**src/rtl/tvp_pkg.sv**
```systemverilog
// ----------------------------------------------------------------------------
// tvp_pkg
// Shared constants and types of the trapezoidal velocity profile unit.
// ----------------------------------------------------------------------------
package tvp_pkg;

  localparam int POSITION_BITS_DEF    = 16;
  localparam int SPEED_BITS           = 8;
  localparam int ACCEL_BITS           = 8;
  localparam int CFG_INDEX_BITS       = 2;
  localparam int SQRT_IN_BITS         = 2 * SPEED_BITS;
  localparam int SQRT_STEPS           = SPEED_BITS;
  localparam int SQRT_STEPS_PER_STAGE = 4;

  // configuration register map
  typedef enum logic [CFG_INDEX_BITS-1:0] {
    REG_MOVE_START  = 2'd0,
    REG_MOVE_END    = 2'd1,
    REG_SPEED_LIMIT = 2'd2,
    REG_ACCEL_LIMIT = 2'd3
  } cfg_reg_t;

  // partial state of the digit-by-digit square root
  typedef struct packed {
    logic [SQRT_IN_BITS-1:0] rem;
    logic [SQRT_IN_BITS-1:0] root;
  } tvp_sqrt_t;

endpackage

```
**src/rtl/tvp_if.sv**
```systemverilog
// ----------------------------------------------------------------------------
// tvp_if
// Valid/ready channels: encoder samples in, velocity commands out.
// ----------------------------------------------------------------------------
interface tvp_sample_if #(
  parameter int POSITION_BITS = 16
);
  logic                     valid;
  logic                     ready;
  logic [POSITION_BITS-1:0] position;

  modport source (output valid, output position, input ready);
  modport sink   (input valid, input position, output ready);
endinterface

interface tvp_command_if;
  logic       valid;
  logic       ready;
  logic [7:0] velocity;
  logic       position_fault;

  modport source (output valid, output velocity, output position_fault, input ready);
  modport sink   (input valid, input velocity, input position_fault, output ready);
endinterface

```
**src/rtl/tvp_sqrt_stage.sv**
```systemverilog
// ----------------------------------------------------------------------------
// tvp_sqrt_stage
// A slice of the restoring floor square root: STEPS result bits per stage.
// ----------------------------------------------------------------------------
module tvp_sqrt_stage #(
  parameter int FIRST_STEP = 0,
  parameter int STEPS      = 4
) (
  input  tvp_pkg::tvp_sqrt_t din,
  output tvp_pkg::tvp_sqrt_t dout
);
  import tvp_pkg::*;

  always_comb begin
    logic [SQRT_IN_BITS-1:0] rem;
    logic [SQRT_IN_BITS-1:0] root;
    logic [SQRT_IN_BITS-1:0] bitv;
    logic [SQRT_IN_BITS:0]   trial;
    rem  = din.rem;
    root = din.root;
    for (int i = 0; i < STEPS; i++) begin
      bitv  = SQRT_IN_BITS'(1) << (SQRT_IN_BITS - 2 - 2 * (FIRST_STEP + i));
      trial = {1'b0, root} + {1'b0, bitv};
      if ({1'b0, rem} >= trial) begin
        rem  = rem - trial[SQRT_IN_BITS-1:0];
        root = (root >> 1) + bitv;
      end else begin
        root = root >> 1;
      end
    end
    dout.rem  = rem;
    dout.root = root;
  end

endmodule

```
**src/rtl/trapezoidal_velocity_profile_unit.sv**
```systemverilog
// ----------------------------------------------------------------------------
// trapezoidal_velocity_profile_unit
// Commanded velocity on a trapezoidal move profile, one per encoder sample.
//
// Usage:
//  - sample  : valid/ready channel of encoder positions (one transaction each).
//  - command : valid/ready channel of results, one transaction per sample:
//              velocity and position_fault (position outside start..end,
//              velocity then forced to 0).
//  - wr_en / wr_index / wr_data : register writes (move_start, move_end,
//              speed_limit, accel_limit), taken on any edge with wr_en high.
//              Write only while no sample is in flight.
//  - Pipeline: six register stages; the first loads at the accepting edge, and
//    command valid rises once the sample reaches the sixth (output) register.
//  - Throughput: one sample per cycle while command.ready is high; every stage
//    is a register with its own valid bit, so a new sample can enter each cycle.
//  - Stall: when command.ready is low the pipeline fills up behind the
//    output register; bubbles are squeezed out, and sample.ready drops only
//    once all six stages hold data. Nothing is dropped or repeated.
//  - Reset (rst, synchronous): clears all valid bits and loads the
//    registers with 0, 0, 0, 1.
// ----------------------------------------------------------------------------
module trapezoidal_velocity_profile_unit #(
  parameter int POSITION_BITS = tvp_pkg::POSITION_BITS_DEF
) (
  input  logic                                clk,
  input  logic                                rst,
  tvp_sample_if.sink                          sample,
  tvp_command_if.source                       command,
  input  logic                                wr_en,
  input  logic [tvp_pkg::CFG_INDEX_BITS-1:0]  wr_index,
  input  logic [POSITION_BITS-1:0]            wr_data
);
  import tvp_pkg::*;

  // distance times 2*accel fits this width
  localparam int PROD_BITS = POSITION_BITS + ACCEL_BITS + 1;
  localparam int NSTAGE    = 6;

  // --------------------------------------------------------------------------
  // Configuration registers. speed_limit squared is kept alongside so the
  // braking comparisons need no multiplier in the item path.
  // --------------------------------------------------------------------------
  logic [POSITION_BITS-1:0]  move_start;
  logic [POSITION_BITS-1:0]  move_end;
  logic [SPEED_BITS-1:0]     speed_limit;
  logic [ACCEL_BITS-1:0]     accel_limit;
  logic [SQRT_IN_BITS-1:0]   speed_sq;

  always_ff @(posedge clk) begin
    if (rst) begin
      move_start  <= '0;
      move_end    <= '0;
      speed_limit <= '0;
      accel_limit <= ACCEL_BITS'(1);
      speed_sq    <= '0;
    end else if (wr_en) begin
      case (cfg_reg_t'(wr_index))
        REG_MOVE_START:  move_start <= wr_data;
        REG_MOVE_END:    move_end   <= wr_data;
        REG_SPEED_LIMIT: begin
          speed_limit <= wr_data[SPEED_BITS-1:0];
          speed_sq    <= SQRT_IN_BITS'(wr_data[SPEED_BITS-1:0]) *
                         SQRT_IN_BITS'(wr_data[SPEED_BITS-1:0]);
        end
        REG_ACCEL_LIMIT: accel_limit <= wr_data[ACCEL_BITS-1:0];
        default: ;
      endcase
    end
  end

  // 2*accel, with zero read as one
  logic [ACCEL_BITS:0] accel2;
  assign accel2 = (accel_limit == '0) ? (ACCEL_BITS+1)'(2) : {accel_limit, 1'b0};

  // --------------------------------------------------------------------------
  // Pipeline control: stage k advances when it is empty or stage k+1 moves.
  // --------------------------------------------------------------------------
  logic [NSTAGE:1] vld;
  logic [NSTAGE:1] adv;

  always_comb begin
    adv[NSTAGE] = !vld[NSTAGE] || command.ready;
    for (int k = NSTAGE - 1; k >= 1; k--) begin
      adv[k] = !vld[k] || adv[k+1];
    end
  end

  assign sample.ready = adv[1];

  always_ff @(posedge clk) begin
    if (rst) begin
      vld <= '0;
    end else begin
      if (adv[1]) begin
        vld[1] <= sample.valid;
      end
      for (int k = 2; k <= NSTAGE; k++) begin
        if (adv[k]) begin
          vld[k] <= vld[k-1];
        end
      end
    end
  end

  // --------------------------------------------------------------------------
  // Stage 1: distances travelled / remaining, range check.
  // --------------------------------------------------------------------------
  logic [POSITION_BITS:0]   dist_done;
  logic [POSITION_BITS:0]   dist_left;
  logic [POSITION_BITS-1:0] done1;
  logic [POSITION_BITS-1:0] left1;
  logic                     fault1;

  assign dist_done = {1'b0, sample.position} - {1'b0, move_start};
  assign dist_left = {1'b0, move_end} - {1'b0, sample.position};

  always_ff @(posedge clk) begin
    if (adv[1]) begin
      done1  <= dist_done[POSITION_BITS-1:0];
      left1  <= dist_left[POSITION_BITS-1:0];
      fault1 <= dist_done[POSITION_BITS] | dist_left[POSITION_BITS];
    end
  end

  // --------------------------------------------------------------------------
  // Stage 2: scale both distances by 2*accel; remaining distance saturated
  // to the velocity range for the final clamp.
  // --------------------------------------------------------------------------
  logic [PROD_BITS-1:0]  prod_done2;
  logic [PROD_BITS-1:0]  prod_left2;
  logic [SPEED_BITS-1:0] left2;
  logic                  fault2;

  always_ff @(posedge clk) begin
    if (adv[2]) begin
      prod_done2 <= PROD_BITS'(done1) * PROD_BITS'(accel2);
      prod_left2 <= PROD_BITS'(left1) * PROD_BITS'(accel2);
      left2      <= (left1 > POSITION_BITS'({SPEED_BITS{1'b1}})) ? '1
                                                                 : left1[SPEED_BITS-1:0];
      fault2     <= fault1;
    end
  end

  // --------------------------------------------------------------------------
  // Stage 3: phase select. With D = floor(v^2 / 2a):
  //   accelerate : done < D   <=>  2a*(done+1) <= v^2
  //   cruise     : D < left   <=>  v^2 < 2a*left
  // The root argument saturates at 16 bits: beyond that the root exceeds
  // any speed_limit and the clamp takes over.
  // --------------------------------------------------------------------------
  logic                 accel_ph;
  logic                 cruise_ph;
  logic [PROD_BITS-1:0] root_arg;
  tvp_sqrt_t            sq3;
  logic                 cruise3;
  logic [SPEED_BITS-1:0] left3;
  logic                 fault3;

  assign accel_ph  = (prod_done2 + PROD_BITS'(accel2)) <= PROD_BITS'(speed_sq);
  assign cruise_ph = PROD_BITS'(speed_sq) < prod_left2;
  assign root_arg  = accel_ph ? prod_done2 : prod_left2;

  always_ff @(posedge clk) begin
    if (adv[3]) begin
      sq3.rem  <= (root_arg[PROD_BITS-1:SQRT_IN_BITS] != '0) ? '1
                                                             : root_arg[SQRT_IN_BITS-1:0];
      sq3.root <= '0;
      cruise3  <= !accel_ph && cruise_ph;
      left3    <= left2;
      fault3   <= fault2;
    end
  end

  // --------------------------------------------------------------------------
  // Stages 4 and 5: floor square root, four result bits per stage.
  // --------------------------------------------------------------------------
  tvp_sqrt_t             sq4_d;
  tvp_sqrt_t             sq4;
  logic                  cruise4;
  logic [SPEED_BITS-1:0] left4;
  logic                  fault4;

  tvp_sqrt_stage #(
    .FIRST_STEP (0),
    .STEPS      (SQRT_STEPS_PER_STAGE)
  ) u_sqrt_hi (
    .din  (sq3),
    .dout (sq4_d)
  );

  always_ff @(posedge clk) begin
    if (adv[4]) begin
      sq4     <= sq4_d;
      cruise4 <= cruise3;
      left4   <= left3;
      fault4  <= fault3;
    end
  end

  tvp_sqrt_t             sq5_d;
  logic [SPEED_BITS-1:0] root5;
  logic                  cruise5;
  logic [SPEED_BITS-1:0] left5;
  logic                  fault5;

  tvp_sqrt_stage #(
    .FIRST_STEP (SQRT_STEPS_PER_STAGE),
    .STEPS      (SQRT_STEPS - SQRT_STEPS_PER_STAGE)
  ) u_sqrt_lo (
    .din  (sq4),
    .dout (sq5_d)
  );

  always_ff @(posedge clk) begin
    if (adv[5]) begin
      root5   <= sq5_d.root[SPEED_BITS-1:0];
      cruise5 <= cruise4;
      left5   <= left4;
      fault5  <= fault4;
    end
  end

  // --------------------------------------------------------------------------
  // Stage 6: clamp to speed_limit and remaining distance, zero on fault; output register.
  // --------------------------------------------------------------------------
  logic [SPEED_BITS-1:0] vel_pick;
  logic [SPEED_BITS-1:0] vel_next;

  always_comb begin
    vel_pick = cruise5 ? speed_limit : root5;
    if (vel_pick > speed_limit) begin
      vel_pick = speed_limit;
    end
    if (vel_pick > left5) begin
      vel_pick = left5;
    end
    vel_next = fault5 ? '0 : vel_pick;
  end

  logic [SPEED_BITS-1:0] velocity;
  logic                  position_fault;

  always_ff @(posedge clk) begin
    if (adv[6]) begin
      velocity       <= vel_next;
      position_fault <= fault5;
    end
  end

  assign command.valid          = vld[NSTAGE];
  assign command.velocity       = velocity;
  assign command.position_fault = position_fault;

  // --------------------------------------------------------------------------
  // Checks
  // --------------------------------------------------------------------------
  a_fault_zero: assert property (@(posedge clk) disable iff (rst)
    command.valid && command.position_fault |-> command.velocity == '0)
    else $error("fault result with nonzero velocity");

  a_speed_clamp: assert property (@(posedge clk) disable iff (rst)
    command.valid |-> command.velocity <= speed_limit)
    else $error("velocity above speed_limit");

  a_accept_enters: assert property (@(posedge clk) disable iff (rst)
    sample.valid && sample.ready |=> vld[1])
    else $error("accepted sample missing from first stage");

  a_stall_keeps: assert property (@(posedge clk) disable iff (rst)
    vld[NSTAGE] && !command.ready |=> vld[NSTAGE] && $stable(velocity))
    else $error("output lost under stall");

endmodule
```
**src/flat_wrapper.sv**
```systemverilog
// flat-port wrapper written by rule: the top's interface ports become plain ports
module trapezoidal_velocity_profile_unit_flat import tvp_pkg::*;
#(
  parameter int POSITION_BITS = tvp_pkg::POSITION_BITS_DEF
)
  (clk, rst, wr_en, wr_index, wr_data, sample_valid, sample_position, sample_ready, command_valid, command_velocity, command_position_fault, command_ready);
  tvp_sample_if #(.POSITION_BITS(POSITION_BITS)) sample_i ();
  tvp_command_if command_i ();
  input  logic clk;
  input  logic rst;
  input  logic wr_en;
  input  logic [tvp_pkg::CFG_INDEX_BITS-1:0] wr_index;
  input  logic [POSITION_BITS-1:0] wr_data;
  input wire logic [$bits(sample_i.valid)-1:0] sample_valid;
  input wire logic [$bits(sample_i.position)-1:0] sample_position;
  output wire logic [$bits(sample_i.ready)-1:0] sample_ready;
  output wire logic [$bits(command_i.valid)-1:0] command_valid;
  output wire logic [$bits(command_i.velocity)-1:0] command_velocity;
  output wire logic [$bits(command_i.position_fault)-1:0] command_position_fault;
  input wire logic [$bits(command_i.ready)-1:0] command_ready;
  assign sample_i.valid = sample_valid;
  assign sample_i.position = sample_position;
  assign sample_ready = sample_i.ready;
  assign command_valid = command_i.valid;
  assign command_velocity = command_i.velocity;
  assign command_position_fault = command_i.position_fault;
  assign command_i.ready = command_ready;
  trapezoidal_velocity_profile_unit #(.POSITION_BITS(POSITION_BITS)) u_core (.clk(clk), .rst(rst), .sample(sample_i), .command(command_i), .wr_en(wr_en), .wr_index(wr_index), .wr_data(wr_data));
endmodule
```
**config.mk**
```make
export PLATFORM = sky130hd
export DESIGN_NAME = trapezoidal_velocity_profile_unit_flat
export DESIGN_NICKNAME = d
export VERILOG_FILES = /design/src/rtl/tvp_pkg.sv /design/src/rtl/tvp_if.sv /design/src/rtl/tvp_sqrt_stage.sv /design/src/rtl/trapezoidal_velocity_profile_unit.sv /design/src/flat_wrapper.sv
export SDC_FILE = /design/constraint.sdc
export NUM_CORES = 1
export LEC_CHECK = 0
export ABC_CLOCK_PERIOD_IN_PS = 22600
export BUFFER_PORTS_ARGS = -buffer_cell sky130_fd_sc_hd__buf_2
export CAP_MARGIN = 10
export CORE_ASPECT_RATIO = 0.6
export CORE_MARGIN = 2
export CORE_UTILIZATION = 55
export CTS_BUF_LIST = sky130_fd_sc_hd__clkbuf_4
export DETAILED_ROUTE_END_ITERATION = 8
export PLACE_DENSITY_LB_ADDON = 0.05
export SYNTH_ARGS = -nofsm -noshare
export SYNTH_HDL_FRONTEND = slang
export SYNTH_SLANG_ARGS = --single-unit
```
**constraint.sdc**
```tcl
create_clock -name clk -period 22.6 [get_ports clk]
set_input_delay 3.39 -clock clk [delete_from_list [all_inputs] [get_ports clk]]
set_output_delay 3.39 -clock clk [all_outputs]
set_load 0.02 [all_outputs]
```
==> results_dict.tcl <==
set metrics [dict create \
    status "finished, final reports clean" \
    postCtsSetupBuffers 0 \
    synthDistinctLibCells 84 \
    worstReg2RegEnd "u_core.root5[0]" \
    period_share_pct 37.79 \
    cts_made_buffers 60 \
    clock_latency_ns 0.77 \
    crit_path_end "u_core.root5[0]" \
    ys_ff_latch 241 \
    slew_violations 0 \
    crit_path_frequent_cell "ha_1" \
    arrival_ns 9.00 \
    crit_start "u_core.sq4[11]" \
    synth-compound-area-share_pct 9.991 \
    powerDensity_mw_per_mm2 109.5 \
    core_mm2 0.04202 \
    grt_pass1_wl_mm 98.49 \
    io_pins 50 \
    timing.setup.tns_ns 0 \
    synthToLayoutAreaGrowth_pct 6.584 \
    postCtsHoldBufs 0 \
    critical-path-max-stage-delay_ns 0.62 \
    syn_nets 3046 \
    hold_violations 0 \
    grt-ovfl-total 0 \
    worstSetupPathType "flop to flop" \
    drc 0 \
    num-nets-final 3087 \
    start_util_pct 55.85 \
    rows 58 \
    slowest_stage "nor4_2" \
    finalWirelength_mm 60.66 \
    cp_max_fo 11 \
    drive_gt1_share_pct 8.511 \
    fillers 3678 \
    synth.avg_cell_area_um2 9.225 \
    maxSlewHeadroom_pct 27.80 \
    timing.max_cap.violations 0 \
    clk_pin_slew_ns 0.07 \
    synthFlopType "edfxtp_1" \
    endpoint_kind "flop" \
    final_common_cell "inv_1" \
    final_antenna_net_count 0 \
    crit-reg2reg-launch "u_core.sq4[11]" \
    drt-initial-drc-count 1576 \
    mostFrequentLayoutCells "inv_1 (388), nand2_1 (331), ha_1 (265), fa_1 (198), edfxtp_1 (173)" \
    cp_num_buf_inv 3 \
    worstMarginPinSlew_ns 1.069 \
    clock_sinks 241 \
    critPathTopFamily "compound AO/OA/AOI/OAI gates" \
    cts_tree "done" \
    cts_buffer_depth 3 \
    grt_usage_pct 28.59 \
    cp_data_required_time_ns 23.06 \
    io_buffers 49 \
    yosys_warnings 0 \
    syn_area_mm2 0.02347 \
    max_freq_ghz 0.1171 \
    ys_seq_area_share_pct 27.94 \
    post-route-util_pct 59.53 \
    yosys.area_share.simple_pct 17.12 \
    rsz0062_at_grt "no" \
    vdd_drop_max_uv 104.1 \
    grt_start_max_net_pins 73 \
    globalplace.congestion 0.9367 \
    vias 17880 \
    synthCells 2544 \
    clockRootBuffer "clkbuf_4" \
    die-width_um 270.7 \
    fp.dieH_um 164.0 \
    synth_xor_area_share_pct 4.105 \
    cts_resized 0 \
    multi_input_area_mm2 0.01512 \
    synthAdderAreaFrac_pct 31.02 \
    fin_skew_ns 0.05585 \
    viasPerCell 5.583 \
    first_pass_iters 7 \
    p_leak_nw 11.82 \
    rr_worst_depth 34 \
    synth-async-reset-ratio_pct 0 \
    synthMuxAreaShare_pct 2.127 \
    dpl.hpwl_mm 46.95 \
    r2r_slack_ns 14.06 \
    h-tree-depth 2 \
    dieArea_mm2 0.04439 \
    seqCellArea_mm2 0.006559 \
    antenna_found_initial 4 \
    setup_viol 0 \
    grt_pass1_vias 17710 \
    start_kind "flop" \
    synth_top_family_by_area "adder cells" \
    period_needed_ns 8.540 \
    cp.depth 34 \
    wl_per_cell_um 18.94 \
    min_path_type "flop to flop" \
    synth_edf_count 173 \
]
## worst min path at each step
stage,startpoint,slack [ns],cells after the start,to
final,u_core.left4[3],0.42,0,u_core.left5[3]
after global routing,u_core.left4[7],0.43,0,u_core.left5[7]
after CTS,u_core.left4[3],0.42,0,u_core.left5[3]
after detailed placement,u_core.left4[7],0.41,0,u_core.left5[7]
after global placement,u_core.left4[3],0.40,0,u_core.left5[3]
after floorplan,u_core.cruise3,0.40,0,u_core.cruise4
## synthesized netlist by cell type (all sizes together) (55+ instances only)
library cell | n | area (µm²)
o21ai | 68 | 347.8
ha | 265 | 3316
nand2 | 331 | 1242
dfxtp | 68 | 1361
xnor2 | 80 | 700.7
clkbuf | 72 | 271.5
fa | 198 | 3964
and2 | 118 | 738.2
nor2 | 155 | 584.3
edfxtp | 173 | 5195
nor2b | 55 | 344.1
a21oi | 146 | 730.7
inv | 391 | 1468
## power breakdown
group	switching (W)	leakage [nW]	internal, W
Combinational	0.000971	9.11	0.000684
Clock	0.000194	0.460	0.000189
Sequential	0.000107	2.25	0.000594
Total	0.00127	11.8	0.00147
## layout make-up
type | instances | area share (%)
diodes | 1 | 0.01000
clock inverters | 22 | 0.4902
flip-flops and latches | 241 | 26.22
clock buffers | 87 | 2.611
well taps | 570 | 2.851
repair buffers | 64 | 1.511
inverters | 391 | 5.867
multi-input cells | 1827 | 60.44
## state kept, by name, summed over array words and instances, names as in the netlist, 6 cells and up
register,count
u_core.accel_limit,8
u_core.command.velocity,8
u_core.done1,16
u_core.left1,16
u_core.left2,8
u_core.left3,8
u_core.left4,8
u_core.left5,8
u_core.move_end,16
u_core.move_start,16
u_core.prod_done2,24
u_core.prod_left2,24
u_core.root5,8
u_core.speed_limit,7
u_core.speed_sq,15
u_core.sq3,16
u_core.sq4,20
u_core.vld,6
## per-layer routing
layer / vias to the layer above / GRT usage [%] / wire, µm
met2: 643 / 37.91 / 22660
li1: 8507 / - / -
met3: 64 / 7.982 / 6340
met5: - / 0 / 0
met4: 0 / 4.269 / 626
met1: 8669 / 46.10 / 31030
## worst register-to-register path, delay by kind of cell (launching register included)
kind                     cells  cell delay [ns]
AO/OA/AOI/OAI               15             3.36
adder cells (fa/ha/maj)      4             1.40
XOR/XNOR                     1             0.15
buffers and inverters        3             0.53
AND/OR/NAND/NOR             11             2.42
flip-flops                   1             0.41
## through the flow
stage                     std cells  hold slack (ns)  total power, W  instance area, µm²  setup WS (ns)
after CTS                      3201           0.4203        0.002713               24980          14.24
after global placement         3092           0.4010        0.002285               24210          14.45
final                          3203           0.4175        0.002740               25010          14.06
after global routing           3203           0.4285        0.002962               25010          13.50
after floorplan                2544           0.4003        0.001903               23470          14.10
after detailed placement       3092           0.4052        0.002314               24210          14.26
## cell families (layout without fill, tap and decap cells)
group / count (synthesis) / after routing
and+or+nand+nor: 836 / 836
buffers and inverters: 476 / 564
adders and majority gates: 463 / 463
AOI/OAI and AO/OA: 371 / 371
DFF: 241 / 241
xor gates and xnor gates: 110 / 110
muxes: 47 / 47
other: 0 / 1
Note: power is estimated with default switching activity, not from simulation.
